## src/hdl/cac_pkg.sv

```systemverilog
// ----------------------------------------------------------------------------
// cac_pkg
// Shared widths, codes and controller/datapath signal groups of the
// circular autocorrelation engine.
// ----------------------------------------------------------------------------
package cac_pkg;

  localparam int unsigned DEPTH     = 1024;
  localparam int unsigned ADDR_W    = 10;
  localparam int unsigned CNT_W     = 11;
  localparam int unsigned MAX_LAGS  = 64;
  localparam int unsigned RUN_W     = 7;
  localparam int unsigned LAG_W     = 10;
  localparam int unsigned END_W     = 11;
  localparam int unsigned SAMPLE_W  = 16;
  localparam int unsigned SUM_W     = 27;
  localparam int unsigned SQ_W      = 41;
  localparam int unsigned CROSS_W   = 42;
  localparam int unsigned PROD_W    = 32;
  localparam int unsigned DIV_W     = 68;
  localparam int unsigned DIV_CNT_W = 7;
  localparam int unsigned DEN_W     = 54;
  localparam int unsigned D2_W      = 30;
  localparam int unsigned ROOT_W    = 64;
  localparam int unsigned ROOT_STEPS = 32;
  localparam int unsigned ROOT_CNT_W = 6;

  typedef logic [1:0] action_t;
  localparam action_t ACT_PUSH  = 2'd0;
  localparam action_t ACT_POP   = 2'd1;
  localparam action_t ACT_QUERY = 2'd2;

  typedef logic [1:0] status_t;
  localparam status_t ST_OK     = 2'd0;
  localparam status_t ST_EMPTY  = 2'd1;
  localparam status_t ST_SINGLE = 2'd2;
  localparam status_t ST_ZVAR   = 2'd3;

  typedef logic [2:0] div_sel_t;
  localparam div_sel_t DIV_MOD = 3'd0;
  localparam div_sel_t DIV_AVG = 3'd1;
  localparam div_sel_t DIV_SQA = 3'd2;
  localparam div_sel_t DIV_VAR = 3'd3;
  localparam div_sel_t DIV_RAT = 3'd4;

  typedef struct packed {
    logic     push;
    logic     pop;
    logic     lag_load;
    logic     lag_inc;
    logic     div_start;
    div_sel_t div_sel;
    logic     walk_start;
    logic     mul;
    logic     den;
    logic     sqrt_start;
    logic     ac_sat;
    logic     out_load;
    logic     out_last;
  } cmd_t;

  typedef struct packed {
    logic cnt_zero;
    logic cnt_one;
    logic div_idle;
    logic walk_busy;
    logic sqrt_busy;
    logic den_pos;
    logic ratio_sat;
    logic out_busy;
  } stat_t;

endpackage

```

## src/hdl/cac_ctrl.sv

```systemverilog
// ----------------------------------------------------------------------------
// cac_ctrl
// Sequencer: takes commands, steps each lag of a query through walk,
// products, divisions and square root, and hands results to the output.
// ----------------------------------------------------------------------------
module cac_ctrl (
  input  logic                clk_i,
  input  logic                rst_ni,
  input  logic                in_valid_i,
  output logic                in_ready_o,
  input  logic [1:0]          action_i,
  input  logic [9:0]          lag_first_i,
  input  logic [10:0]         lag_end_i,
  input  cac_pkg::stat_t      stat_i,
  output cac_pkg::cmd_t       cmd_o
);

  localparam logic [3:0] S_IDLE  = 4'd0;
  localparam logic [3:0] S_LAG   = 4'd1;
  localparam logic [3:0] S_MODW  = 4'd2;
  localparam logic [3:0] S_WALK  = 4'd3;
  localparam logic [3:0] S_DEN   = 4'd4;
  localparam logic [3:0] S_AVGW  = 4'd5;
  localparam logic [3:0] S_SQAW  = 4'd6;
  localparam logic [3:0] S_VARW  = 4'd7;
  localparam logic [3:0] S_SQRTW = 4'd8;
  localparam logic [3:0] S_RATW  = 4'd9;
  localparam logic [3:0] S_EMIT  = 4'd10;

  logic [3:0]                state_q, state_d;
  logic [cac_pkg::RUN_W-1:0] left_q, left_d;
  logic [10:0]               span;
  logic                      accept, is_last;

  assign accept     = in_valid_i && in_ready_o;
  assign in_ready_o = state_q == S_IDLE;
  assign span       = lag_end_i - {1'b0, lag_first_i};
  assign is_last    = left_q == cac_pkg::RUN_W'(1);

  always_comb begin
    state_d = state_q;
    left_d  = left_q;
    cmd_o   = '0;
    unique case (state_q)
      S_IDLE: begin
        if (accept) begin
          cmd_o.push = action_i == cac_pkg::ACT_PUSH;
          cmd_o.pop  = action_i == cac_pkg::ACT_POP;
          if (action_i == cac_pkg::ACT_QUERY && {1'b0, lag_first_i} < lag_end_i) begin
            cmd_o.lag_load = 1'b1;
            left_d  = (span > 11'(cac_pkg::MAX_LAGS)) ? cac_pkg::RUN_W'(cac_pkg::MAX_LAGS)
                                                     : span[cac_pkg::RUN_W-1:0];
            state_d = S_LAG;
          end
        end
      end
      S_LAG: begin
        if (stat_i.cnt_zero) begin
          state_d = S_EMIT;
        end else begin
          cmd_o.div_start = 1'b1;
          cmd_o.div_sel   = cac_pkg::DIV_MOD;
          state_d         = S_MODW;
        end
      end
      S_MODW: begin
        if (stat_i.div_idle) begin
          cmd_o.walk_start = 1'b1;
          state_d          = S_WALK;
        end
      end
      S_WALK: begin
        if (!stat_i.walk_busy) begin
          cmd_o.mul = 1'b1;
          state_d   = S_DEN;
        end
      end
      S_DEN: begin
        cmd_o.den       = 1'b1;
        cmd_o.div_start = 1'b1;
        cmd_o.div_sel   = cac_pkg::DIV_AVG;
        state_d         = S_AVGW;
      end
      S_AVGW: begin
        if (stat_i.div_idle) begin
          cmd_o.div_start = 1'b1;
          cmd_o.div_sel   = cac_pkg::DIV_SQA;
          state_d         = S_SQAW;
        end
      end
      S_SQAW: begin
        if (stat_i.div_idle) begin
          if (stat_i.cnt_one || !stat_i.den_pos) begin
            state_d = S_EMIT;
          end else begin
            cmd_o.div_start = 1'b1;
            cmd_o.div_sel   = cac_pkg::DIV_VAR;
            state_d         = S_VARW;
          end
        end
      end
      S_VARW: begin
        if (stat_i.div_idle) begin
          cmd_o.sqrt_start = 1'b1;
          state_d          = S_SQRTW;
        end
      end
      S_SQRTW: begin
        if (!stat_i.sqrt_busy) begin
          if (stat_i.ratio_sat) begin
            cmd_o.ac_sat = 1'b1;
            state_d      = S_EMIT;
          end else begin
            cmd_o.div_start = 1'b1;
            cmd_o.div_sel   = cac_pkg::DIV_RAT;
            state_d         = S_RATW;
          end
        end
      end
      S_RATW: begin
        if (stat_i.div_idle) begin
          state_d = S_EMIT;
        end
      end
      S_EMIT: begin
        // hold until the result register is free
        if (!stat_i.out_busy) begin
          cmd_o.out_load = 1'b1;
          cmd_o.out_last = is_last;
          if (is_last) begin
            state_d = S_IDLE;
          end else begin
            cmd_o.lag_inc = 1'b1;
            left_d        = left_q - 1'b1;
            state_d       = S_LAG;
          end
        end
      end
      default: state_d = S_IDLE;
    endcase
  end

  always_ff @(posedge clk_i or negedge rst_ni) begin
    if (!rst_ni) begin
      state_q <= S_IDLE;
      left_q  <= '0;
    end else begin
      state_q <= state_d;
      left_q  <= left_d;
    end
  end

endmodule

```

## config.mk

```make
export PLATFORM = sky130hd
export DESIGN_NAME = cac_ctrl
export DESIGN_NICKNAME = d
export VERILOG_FILES = /design/src/hdl/cac_pkg.sv /design/src/hdl/cac_ctrl.sv
export SDC_FILE = /design/constraint.sdc
export NUM_CORES = 1
export LEC_CHECK = 0
export BUFFER_PORTS_ARGS = -buffer_cell sky130_fd_sc_hd__buf_2
export CAP_MARGIN = 20
export CORE_UTILIZATION = 55
export CTS_BUF_LIST = sky130_fd_sc_hd__clkbuf_4 sky130_fd_sc_hd__clkbuf_8
export CTS_CLUSTER_DIAMETER = 60
export DETAILED_ROUTE_END_ITERATION = 6
export PLACE_DENSITY_LB_ADDON = 0.05
export REMOVE_ABC_BUFFERS = 1
export SETUP_SLACK_MARGIN = 0.1
export SYNTH_ARGS = -nofsm -noshare
export SYNTH_HDL_FRONTEND = slang
export SYNTH_SLANG_ARGS = --single-unit
```

## constraint.sdc

```tcl
create_clock -name clk_i -period 3.7 [get_ports clk_i]
set_input_delay 0.37 -clock clk_i [delete_from_list [all_inputs] [get_ports clk_i]]
set_output_delay 0.37 -clock clk_i [all_outputs]
set_load 0.02 [all_outputs]
```

Word level (Yosys, flattened, before mapping)

Index checks and enable logic that the tools add are counted.

$add $sub $neg: 2
$lt $le $gt $ge: 2
Eq/ne operators: 24
Muxes and demuxes: 45
Reductions and logical operators: 9

Operators with widths:

| cell                | count |
|---|---|
| $mux 4              | 18 |
| $pmux 4 s11         | 1 |
| $mux 7              | 5 |
| $pmux 4 s5          | 1 |
| $ne 2x2->1 const B  | 9 |
| $eq 4x3->1 const B  | 4 |
| $mux 1              | 14 |
| $pmux 7 s2          | 1 |
| $eq 4x4->1 const B  | 3 |
| $gt 11x7->1 const B | 1 |
| $lt 10x11->1        | 1 |
| $sub 11x10->11      | 1 |
| $reduce_and 10->1   | 1 |
| $eq 4x2->1 const B  | 2 |
| $eq 7x1->1 const B  | 1 |
| $sub 7x1->7 const B | 1 |
| $mux 2              | 3 |
| $mux 3              | 2 |
| $reduce_and 5->1    | 1 |
| $eq 4x1->1 const B  | 1 |
| $logic_not 4->1     | 1 |
| $ne 2x1->1 const B  | 2 |
| $eq 2x1->1 const B  | 1 |
| $eq 2x2->1 const B  | 1 |
| 5 further kinds     | 6 |

Register bits: 11
Input bits: 34
Output and inout port bits: 16
Logic and storage cells: 84

Depth between registers and ports, before layout

Gate-level depths: netlist of the first run.

Word-level depth: 6
Gate-level depth with buffers: 11
Depth with buffers taken out: 10

Worst setup path after synthesis of the first run

No wires, ideal clock.

Path type: input-to-reg
Start point: input port lag_end_i[0]
End point: register left_q[6] (netlist name)
Setup time: 126 ps
Arrival time: 2,584 ps
Data required time: 3,574 ps
Path slack: 990 ps
Cell stages on the path: 11
Path buffers: 1
Cells stage by stage: inv_1 ha_1 fa_1 inv_1 a21oi_2 o221ai_2 a211oi_1 xor2_1 or4_1 buf_2 o31a_2

Cells in the longest elaborated chain, start to end: 6
Elaborated cells on any way between the ends: 10
Classes of those cells: add/sub (1); order compare (2); eq/ne (1); mux (4); reduce/logical (2)

RTL lines:

| element              | RTL line        | source |
|---|---|---|
| start, declared      | cac_ctrl.sv:13  | `input logic [10:0] lag_end_i,` |
| $sub 11x10->11       | cac_ctrl.sv:37  | `assign span = lag_end_i - {1'b0, lag_first_i};` |
| $gt 11x7->1          | cac_ctrl.sv:51  | `left_d = (span > 11'(cac_pkg::MAX_LAGS)) ? cac_pkg::RUN_W'(cac_pkg::MAX_LAGS)` |
| $mux 7               | cac_ctrl.sv:51  |  |
| $mux 7               | cac_ctrl.sv:49  | `if (action_i == cac_pkg::ACT_QUERY && {1'b0, lag_first_i} < lag_end_i) begin` |
| $mux 7               | cac_ctrl.sv:46  | `if (accept) begin` |
| $pmux 7 s2           | cac_ctrl.sv:44  | `unique case (state_q)` |
| end signal, assigned | cac_ctrl.sv:149 | `left_q <= left_d;` |
| end, declared        | cac_ctrl.sv:31  | `logic [cac_pkg::RUN_W-1:0] left_q, left_d;` |

Parallel ways exist; a longest one is shown, timed or not. The select of a mux whose other input is x is not followed.
A chain may end at the register's enable or synchronous reset.

Final worst setup path of the first run

Start point: input port lag_first_i[0]
End point: register left_q[6] (netlist name)

Cells in the longest elaborated chain, start to end: 6
Elaborated cells on any way between the ends: 10
Classes of those cells: add/sub (1); order compare (2); eq/ne (1); mux (4); reduce/logical (2)

RTL lines:

| element         | RTL line       | source |
|---|---|---|
| start, declared | cac_ctrl.sv:12 | `input logic [9:0] lag_first_i,` |
| $sub 11x10->11  | cac_ctrl.sv:37 |  |
| $gt 11x7->1     | cac_ctrl.sv:51 |  |
| $mux 7          | cac_ctrl.sv:51 |  |
| $mux 7          | cac_ctrl.sv:49 |  |
| $mux 7          | cac_ctrl.sv:46 |  |
| $pmux 7 s2      | cac_ctrl.sv:44 |  |

Parallel ways exist; a longest one is shown, timed or not. The select of a mux whose other input is x is not followed.

==> results.sh, run 1 <==
export IMPL_status="finished, final reports clean"
export IMPL_synth_adder_area_share=0.1045
export IMPL_drc=0
export IMPL_clock_root_buffer="clkbuf_4"
export IMPL_cellLeakagePower_nw=0.9133
export IMPL_reg2reg_to="left_q[5]"
export IMPL_num_nets_final=319
export IMPL_drtIter0Drc=141
export IMPL_async_flop_share=1.000
export IMPL_final_cell_count_no_fill=302
export IMPL_critical_path_peak_fanout=7
export IMPL_core_area_mm2=0.002781
export IMPL_ctsHtreeMaxLevel=1
export IMPL_holdPathStages=3
export IMPL_dpl_hpwl_mm=2.995
export IMPL_start_util=0.5857
export IMPL_synth_top_family_by_area="simple AND/OR/NAND/NOR gates"
export IMPL_clock_skew_ps=1.720
export IMPL_worstHoldStart="stat_i[4]"
export IMPL_synthMuxAreaShare=0.03149
export IMPL_post_route_period_util=0.7190
export IMPL_synthXorXnorAreaFrac=0.04301
export IMPL_r2r_cells=7
export IMPL_grtUsageMet1=0.3405
export IMPL_p_per_area_mw_per_mm2=518.8
export IMPL_synth_edff_count=0
export IMPL_path_clk_slew_ps=70
export IMPL_vias=1767
export IMPL_p_total_uw=994.5
export IMPL_stdcell_area_mm2=0.001917
export IMPL_cts_sinks=11
export IMPL_gp_congestion=0.9088
export IMPL_use_met3=0.02074
export IMPL_portBuffers=49
export IMPL_ir_drop_mv=0.4504
export IMPL_wl_per_cell_um=12.09
export IMPL_rows=19
export IMPL_die_area_mm2=0.003184
export IMPL_pin_count=50
export IMPL_ant_nets=0
export IMPL_final_max_slew_viol_count=0
export IMPL_finalCriticalPeriod_ps=2660
export IMPL_clock_path_buffers=2
export IMPL_track_usage=0.2452
export IMPL_fin_tns_setup_ps=0
export IMPL_cp_end_kind="register"
export IMPL_synth_compound_area_frac=0.2796
export IMPL_synth_distinct_cells=56
export IMPL_yosys_area_share_simple=0.2926
export IMPL_syn_area_mm2=0.001629
export IMPL_fmax_mhz=375.9
export IMPL_arrival_ps=2820
export IMPL_critPathLaunchType="input port"
export IMPL_drt_total_wl_mm=3.652
export IMPL_ff2ff_setup_slack_ps=1340
export IMPL_postCtsSetupRepairBufs=0
export IMPL_grt_pass1_vias=1517
export IMPL_place_worst_setup_slack_ps=765.8
export IMPL_crit_type="in2reg"
export IMPL_rsz0062_at_grt="no"
export IMPL_worstPathRequired_ps=3850
export IMPL_fin_ws_ps=1040
export IMPL_drive_gt1_frac=0.2546
export IMPL_globalRouteOverflowTotal=0
export IMPL_tritoncts="yes"
export IMPL_syn_inst=226
export IMPL_yosysWarnings=0
export IMPL_antenna_found_initial=0
export IMPL_cts_buffers_inserted=3
export IMPL_nFillCells=258
export IMPL_worstReg2RegStart="state_q[3]"
export IMPL_dpl_cell_area_mm2=0.001877
export IMPL_via_per_inst=5.851
export IMPL_synth_seq_cells=11
export IMPL_worstMarginPinSlew_ps=762.2
export IMPL_cts_resized=0
export IMPL_synthFlopType="dfrtp_1"
export IMPL_die_w_um=56.43
export IMPL_holdPathEnd="state_q[2]"
export IMPL_globalRouteMet2Util=0.3899
export IMPL_avgSynthCellArea_um2=7.208
export IMPL_slew_headroom=0.4852
export IMPL_setup_viol=0
export IMPL_grt_pass1_wl_mm=6.382
export IMPL_dp_cells=297
export IMPL_antennaDiodeCount=0
export IMPL_grt_busiest_layer="met2"
export IMPL_hold_class="in2reg"
export IMPL_syn_to_final_growth_pct=17.67
export IMPL_grt_max_degree=21
export IMPL_dr_pass1_iters=4
export IMPL_hold_viol=0
export IMPL_die_h_um=56.43
export IMPL_maxCapViolCount=0
export IMPL_synth_seq_area_share=0.1690
export IMPL_clock_latency_ps=270
-- registers in the layout, summed over array words and instances (netlist names) --
register	cells
left_q	7
state_q	4
-- per-layer routing --
| layer | share of wire | vias to the layer above |
|---|---|---|
| met5 | 0 | - |
| met4 | 0.021 | 0 |
| met3 | 0.029 | 8 |
| met2 | 0.46 | 45 |
| met1 | 0.49 | 800 |
| li1 | - | 914 |
-- worst max-delay path by stage --
| stage | from | endpoint | cells after the start |
|---|---|---|---|
| after floorplan | lag_first_i[4] | left_q[6] | 8 |
| after global placement | lag_first_i[0] | left_q[6] | 10 |
| after detailed placement | lag_first_i[0] | left_q[6] | 10 |
| after CTS | lag_first_i[4] | cmd_o[12] | 9 |
| after global routing | state_q[3] | cmd_o[11] | 6 |
| final | lag_first_i[0] | left_q[6] | 10 |
-- worst max-delay path, stage by stage --
cell and delay [ps]:
buf_2 100, ha_1 200, fa_1 400, inv_1 80
a21oi_2 80, o221ai_2 300, a211oi_1 140, xor2_1 150
or4_1 610, o31a_2 390
-- Yosys cell counts, drive strengths merged, types with 4 or more instances --
library cell / number / share of area
dfrtp: 11 / 0.17
a21oi: 19 / 0.065
xnor2: 5 / 0.027
nor4: 5 / 0.019
o21ai: 17 / 0.052
clkbuf: 7 / 0.016
nor3: 14 / 0.043
nor2: 21 / 0.048
nand3b: 4 / 0.018
nand2: 19 / 0.045
inv: 21 / 0.048
nand2b: 6 / 0.023
ha: 12 / 0.092
o41ai: 5 / 0.027
a211oi: 6 / 0.031
buf: 4 / 0.015
mux2i: 4 / 0.025
-- cells in the final DEF, fill, tap and decap left out, drive strengths merged, types with 3 or more instances in the layout --
cell	instances
or4	3
nand2b	6
nor4	5
nand2	19
mux2i	4
clkbuf	4
inv	21
nor3	14
xnor2	5
a211oi	6
ha	12
o41ai	5
nor2	21
o21ai	17
o31ai	3
buf	51
nand3b	4
dfrtp	11
or2	3
nand3	3
a21oi	19
xor2	3
-- what timing repair did --
item | CTS | global route
setup endpoints to repair | 0 | 0
hold endpoints to repair | 11 | 0
hold buffers | 1 | 0
-- stage by stage --
stage	hold slack (ps)	util
2_1_floorplan	74.41	-
6_report	412.4	0.6892
3_5_place_dp	248.7	0.6748
4_1_cts	407.7	0.6892
5_1_grt	434.9	0.6892
3_3_place_gp	245.9	0.6748
-- report_power, final --
part	internal (mW)	switching (mW)	total, mW
Clock	0.0491	0.0404	0.0894
Combinational	0.278	0.337	0.615
Sequential	0.173	0.118	0.290
Total	0.500	0.495	0.994
-- cell families (layout without fill, tap and decap cells) --
group / Yosys count / count (layout)
buffers and inverters: 32 / 77
xor gates and xnor gates: 8 / 8
and+or+nand+nor: 91 / 91
adders and majority gates: 13 / 13
AOI/OAI and AO/OA: 66 / 66
muxes: 5 / 5
DFF: 11 / 11
-- cell type report --
class | count | area (um^2) | share of cell area
sequential | 11 | 275.3 | 0.1436
clock buffer | 4 | 30.03 | 0.01567
multi-input combinational | 183 | 1224 | 0.6384
timing repair buffer | 52 | 270.3 | 0.1410
tap | 31 | 38.79 | 0.02023
inverter | 21 | 78.83 | 0.04112
Note: power is estimated with default switching activity, not from simulation.
==> run 2, diff against run 1 <==
--- a/config.mk
+++ b/config.mk
@@ -7,7 +7,7 @@
 export LEC_CHECK = 0
 export BUFFER_PORTS_ARGS = -buffer_cell sky130_fd_sc_hd__buf_2
 export CAP_MARGIN = 20
-export CORE_UTILIZATION = 55
+export CORE_UTILIZATION = 54
 export CTS_BUF_LIST = sky130_fd_sc_hd__clkbuf_4 sky130_fd_sc_hd__clkbuf_8
 export CTS_CLUSTER_DIAMETER = 60
 export DETAILED_ROUTE_END_ITERATION = 6
==> constraint.sdc (replaced) <==
create_clock -name clk_i -period 2.7 [get_ports clk_i]
set_input_delay 0.27 -clock clk_i [delete_from_list [all_inputs] [get_ports clk_i]]
set_output_delay 0.27 -clock clk_i [all_outputs]
set_load 0.02 [all_outputs]
==> run 2 against run 1 <==
  * The run now ends with DRC left
  * Via count up 1.7%
  * Clock skew grew 7.3 ps
  * Combinational power up 63%
  * Core utilization rose by 2.5 points
  * Register-to-register slack worse by 870 ps
  * Clock power is 36% higher
==> results.sh, run 2 (same netlist as run 1, synthesis figures left out) <==
export IMPL_final_cell_count_no_fill=312
export IMPL_dr_pass1_iters=6
export IMPL_worstPathCellList="buf_2 -> ha_1 -> fa_1 -> inv_1 -> a21oi_2 -> o221ai_2 -> a211oi_1 -> xor2_1 -> or4_4 -> o41ai_1"
export IMPL_status="complete, but fails checks"
export IMPL_slew_headroom=0.7028
export IMPL_syn_to_final_growth_pct=22.96
export IMPL_wl_met1_mm=1.780
export IMPL_top_register="left_q"
export IMPL_dpl_cell_area_mm2=0.001952
export IMPL_p_per_area_mw_per_mm2=720.4
export IMPL_final_common_cell="buf_2"
export IMPL_tritoncts="yes"
export IMPL_cts_sinks=11
export IMPL_antenna_found_initial=0
export IMPL_postCtsSetupRepairBufs=0
export IMPL_drt_total_wl_mm=3.780
export IMPL_fin_tns_setup_ps=0
export IMPL_finalCriticalPeriod_ps=2450
export IMPL_num_nets_final=329
export IMPL_antennaDiodeCount=0
export IMPL_cp_end_kind="register"
export IMPL_setup_viol=0
export IMPL_violations="DRC"
export IMPL_hold_viol=0
export IMPL_portBuffers=49
export IMPL_cellLeakagePower_nw=0.9680
export IMPL_worstPathRequired_ps=2860
export IMPL_top_regs="left_q (7), state_q (4)"
export IMPL_wl_per_cell_um=12.12
export IMPL_critPathLaunchType="input port"
export IMPL_maxCapViolCount=0
export IMPL_die_area_mm2=0.003240
export IMPL_cts_buffers_inserted=3
export IMPL_final_cell_mix="49 x buf_2, 21 x inv_1, 21 x nor2_1, 18 x nand2_1, 17 x o21ai_0"
export IMPL_ctsHtreeMaxLevel=1
export IMPL_start_util=0.5807
export IMPL_met3_wirelength_um=141
export IMPL_path_clk_slew_ps=70
export IMPL_wl_met2_mm=1.792
export IMPL_rsz0062_at_grt="no"
export IMPL_ant_nets=0
export IMPL_clock_root_buffer="clkbuf_4"
export IMPL_clock_latency_ps=270
export IMPL_fmax_mhz=408.2
export IMPL_gp_congestion=0.8916
export IMPL_globalRouteOverflowTotal=0
export IMPL_clock_skew_ps=9.002
export IMPL_path_buf_inv=2
export IMPL_hold_class="in2reg"
export IMPL_die_w_um=56.93
export IMPL_via_per_inst=5.760
export IMPL_slowest_stage="or4_4"
export IMPL_worstMarginPinSlew_ps=441.8
export IMPL_core_area_mm2=0.002805
export IMPL_largest_reg_flops=7
export IMPL_critical_path_peak_fanout=7
export IMPL_drc=6
export IMPL_grt_pass1_wl_mm=6.658
export IMPL_drive_gt1_frac=0.2883
export IMPL_crit_type="in2reg"
export IMPL_ir_drop_mv=0.3142
export IMPL_post_route_period_util=0.9072
export IMPL_grt_max_degree=20
export IMPL_clock_path_buffers=2
export IMPL_grt_pass1_vias=1621
export IMPL_arrival_ps=2610
export IMPL_stdcell_area_mm2=0.002003
export IMPL_top_layer="met4"
export IMPL_die_h_um=56.93
export IMPL_track_usage=0.2524
export IMPL_final_max_slew_viol_count=0
export IMPL_dpl_hpwl_mm=3.098
export IMPL_crit_family="compound AO/OA/AOI/OAI gates"
export IMPL_dp_cells=307
export IMPL_slowest_delay_ps=560
export IMPL_drtIter0Drc=122
export IMPL_vias=1797
export IMPL_rows=19
export IMPL_pin_count=50
==> run 2: changes by cell type in the layout (fill, tap and decap cells not counted) <==
cell / delta
o41ai_2: +1
or4_1: -1
or4_4: +1
o41ai_1: -1
buf_4: +10
==> run 2: tightest hold or removal path, delay by kind of cell <==
family | cells | cell delay (ps)
buffers and inverters | 1 | 90
AND/OR/NAND/NOR | 2 | 190
==> run 2: final cells by class <==
type | count | area (um^2)
multi-input cells | 183 | 1235
fillers | 246 | 802.0
repair buffers | 62 | 345.3
flip-flops and latches | 11 | 275.3
inverters | 21 | 78.83
well taps | 31 | 38.79
clock buffers | 4 | 30.03
==> run 2: per-stage QoR <==
stage / total power, mW / hold WS, ps / util / setup WS (ps)
floorplan: 1.006 / -25.59 / - / -562.4
global placement: 1.294 / 142.7 / 0.6958 / -91.69
detailed placement: 1.303 / 149.5 / 0.6958 / -150.7
CTS: 1.432 / 324.5 / 0.7101 / 122.3
global route: 1.593 / 327.6 / 0.7141 / 147.2
finish: 1.443 / 319.8 / 0.7141 / 250.5
==> run 2: what timing repair did <==
action	CTS	global route
hold endpoints to repair	11	0
setup endpoints to repair	0	5
hold buffers	1	0
resized for setup	0	2
==> run 2: worst paths after layout <==
kind	slack, ps	start	to	cells past startpoint
worst max-delay path	250	lag_first_i[0]	left_q[1]	10
worst min-delay path	320	stat_i[4]	state_q[2]	3
worst max register to register	470	state_q[1]	left_q[5]	7
worst min register to register	590	left_q[4]	left_q[4]	2
max in group asynchronous	2110	rst_ni	left_q[2]	2
min in group asynchronous	380	rst_ni	state_q[3]	2
==> run 2: power breakdown <==
part	total, mW	internal (mW)	switching (mW)
clock	0.122	0.0673	0.0550
sequential	0.320	0.238	0.0817
combinational	1.00	0.444	0.557
==> run 2: routing by layer <==
layer | global-route usage | up-vias
met3 | 0.02074 | 7
li1 | - | 934
met1 | 0.3381 | 810
met4 | 0.06272 | 0
met5 | 0 | -
met2 | 0.4387 | 46
==> run 3, diff against run 2 <==
--- a/config.mk
+++ b/config.mk
@@ -12,7 +12,6 @@
 export CTS_CLUSTER_DIAMETER = 60
 export DETAILED_ROUTE_END_ITERATION = 6
 export PLACE_DENSITY_LB_ADDON = 0.05
-export REMOVE_ABC_BUFFERS = 1
 export SETUP_SLACK_MARGIN = 0.1
 export SYNTH_ARGS = -nofsm -noshare
 export SYNTH_HDL_FRONTEND = slang
==> run 3 against run 2 <==
  * The run still ends with DRC left
  * Worst hold slack better by 21 ps
  * Setup slack worse by 47 ps
  * Critical path depth unchanged
  * Cell area about the same
  * Total power up 0.26%
  * Maximum frequency down 1.9%
  * Sequential share of layout area up 0.071 points
  * Flip-flop and latch count unchanged
  * Core utilization about the same
  * Clock power down 4%
  * Combinational power about the same
  * Sequential power up 2%
==> results.sh, run 3 (same netlist as run 1, synthesis figures left out) <==
export IMPL_setup_viol=0
export IMPL_rows=19
export IMPL_grtUsageMet1=0.3638
export IMPL_synth_fp_nets=273
export IMPL_dr_pass1_iters=6
export IMPL_die_h_um=56.93
export IMPL_slew_headroom=0.7358
export IMPL_maxCapViolCount=0
export IMPL_antenna_found_initial=0
export IMPL_dp_cells=307
export IMPL_violations="DRC"
export IMPL_die_w_um=56.93
export IMPL_rsz0062_at_grt="no"
export IMPL_dpl_cell_area_mm2=0.001952
export IMPL_path_clk_slew_ps=60
export IMPL_drt_total_wl_mm=3.940
export IMPL_grt_busiest_layer="met2"
export IMPL_post_route_period_util=0.9247
export IMPL_worstMarginPinSlew_ps=391.2
export IMPL_grt_pass1_wl_mm=6.644
export IMPL_worstPathRequired_ps=2840
export IMPL_portBuffers=49
export IMPL_finish_utilization=0.7136
export IMPL_finalCriticalPeriod_ps=2497
export IMPL_status="complete, but fails checks"
export IMPL_reg2reg_to="left_q[5]"
export IMPL_antennaDiodeCount=0
export IMPL_core_area_mm2=0.002805
export IMPL_clock_latency_ps=260
export IMPL_use_met3=0.02074
export IMPL_track_usage=0.2534
export IMPL_via_per_inst=5.811
export IMPL_p_total_mw=1.447
export IMPL_wl_per_cell_um=12.63
export IMPL_crit_type="in2reg"
export IMPL_clock_path_buffers=2
export IMPL_globalRouteMet2Util=0.4134
export IMPL_drtIter0Drc=151
export IMPL_top_register="left_q"
export IMPL_largest_reg_flops=7
export IMPL_clock_skew_ps=0.9373
export IMPL_cts_sinks=11
export IMPL_critical_path_peak_fanout=7
export IMPL_holdPathStages=3
export IMPL_pin_count=50
export IMPL_p_per_area_mw_per_mm2=722.8
export IMPL_drc=4
export IMPL_top_regs="left_q (7), state_q (4)"
export IMPL_cp_end_kind="register"
export IMPL_globalRouteOverflowTotal=0
export IMPL_final_max_slew_viol_count=0
export IMPL_ant_nets=0
export IMPL_fmax_mhz=400.5
export IMPL_arrival_ps=2640
export IMPL_final_common_cell="buf_2"
export IMPL_ir_drop_mv=0.3291
export IMPL_ff2ff_setup_slack_ps=480
export IMPL_syn_to_final_growth_pct=22.89
export IMPL_r2r_cells=7
export IMPL_start_util=0.5807
export IMPL_cts_buffers_inserted=3
export IMPL_ctsHtreeMaxLevel=1
export IMPL_tritoncts="yes"
export IMPL_fin_tns_setup_ps=0
export IMPL_grt_pass1_vias=1606
export IMPL_worstReg2RegStart="state_q[1]"
export IMPL_holdPathEnd="state_q[2]"
export IMPL_postCtsSetupRepairBufs=0
export IMPL_die_area_mm2=0.003240
export IMPL_hold_class="in2reg"
export IMPL_stdcell_area_mm2=0.002002
export IMPL_final_cell_mix="49 x buf_2, 21 x inv_1, 21 x nor2_1, 18 x nand2_1, 17 x o21ai_0"
export IMPL_dpl_hpwl_mm=3.255
export IMPL_num_nets_final=329
export IMPL_worstHoldStart="stat_i[4]"
export IMPL_clock_root_buffer="clkbuf_4"
export IMPL_drive_gt1_frac=0.2918
export IMPL_critPathLaunchType="input port"
export IMPL_final_cell_count_no_fill=312
export IMPL_gp_congestion=0.9119
export IMPL_hold_viol=0
export IMPL_cellLeakagePower_nw=0.9624
export IMPL_vias=1813
export IMPL_grt_max_degree=20
run 3: cell counts in the layout (fill, tap and decap cells not counted):
Identical to the previous run, type by type.
run 3: worst max-delay path by stage:
stage,endpoint,start
2_1_floorplan,left_q[6],state_q[0]
3_3_place_gp,left_q[6],lag_first_i[0]
3_5_place_dp,left_q[5],lag_first_i[0]
4_1_cts,left_q[5],lag_first_i[0]
5_1_grt,left_q[5],lag_first_i[0]
6_report,left_q[5],lag_first_i[0]
run 3: where the power goes:
| part | total (mW) | switching (mW) | internal [mW] |
|---|---|---|---|
| Combinational | 1.00 | 0.559 | 0.445 |
| Clock | 0.117 | 0.0498 | 0.0671 |
| Sequential | 0.326 | 0.0864 | 0.240 |
run 3: stage by stage:
stage          hold slack [ps]  setup slack, ps
2_1_floorplan           -25.59            102.6
3_3_place_gp             145.2           -56.62
3_5_place_dp             149.9           -174.0
4_1_cts                  335.1            192.7
5_1_grt                  328.4            104.4
6_report                 341.2            203.2
run 3: timing repair:
action | in CTS | in global routing
hold endpoints to repair | 11 | 0
gates resized for setup | 1 | 2
setup endpoints to repair | 1 | 1
hold buffers | 1 | 0
run 3: cell type report:
type                    instances  area (um^2)
clock buffers                   4        30.03
fillers                       268        803.3
inverters                      21        78.83
multi-input cells             183         1232
flip-flops and latches         11        276.5
well taps                      31        38.79
repair buffers                 62        345.3
run 3: worst max-delay path, stage by stage:
cell and delay (ps):
buf_2 100, ha_1 210, fa_1 400, inv_1 90, a21oi_2 70, o221ai_2 260
a211oi_1 150, xor2_1 150, or4_4 540, o41ai_1 400
run 3: per-layer routing:
metal | up-vias | share of wire
met2 | 49 | 0.47
met5 | - | 0
met1 | 834 | 0.48
li1 | 928 | -
met3 | 2 | 0.037
met4 | 0 | 0.0048
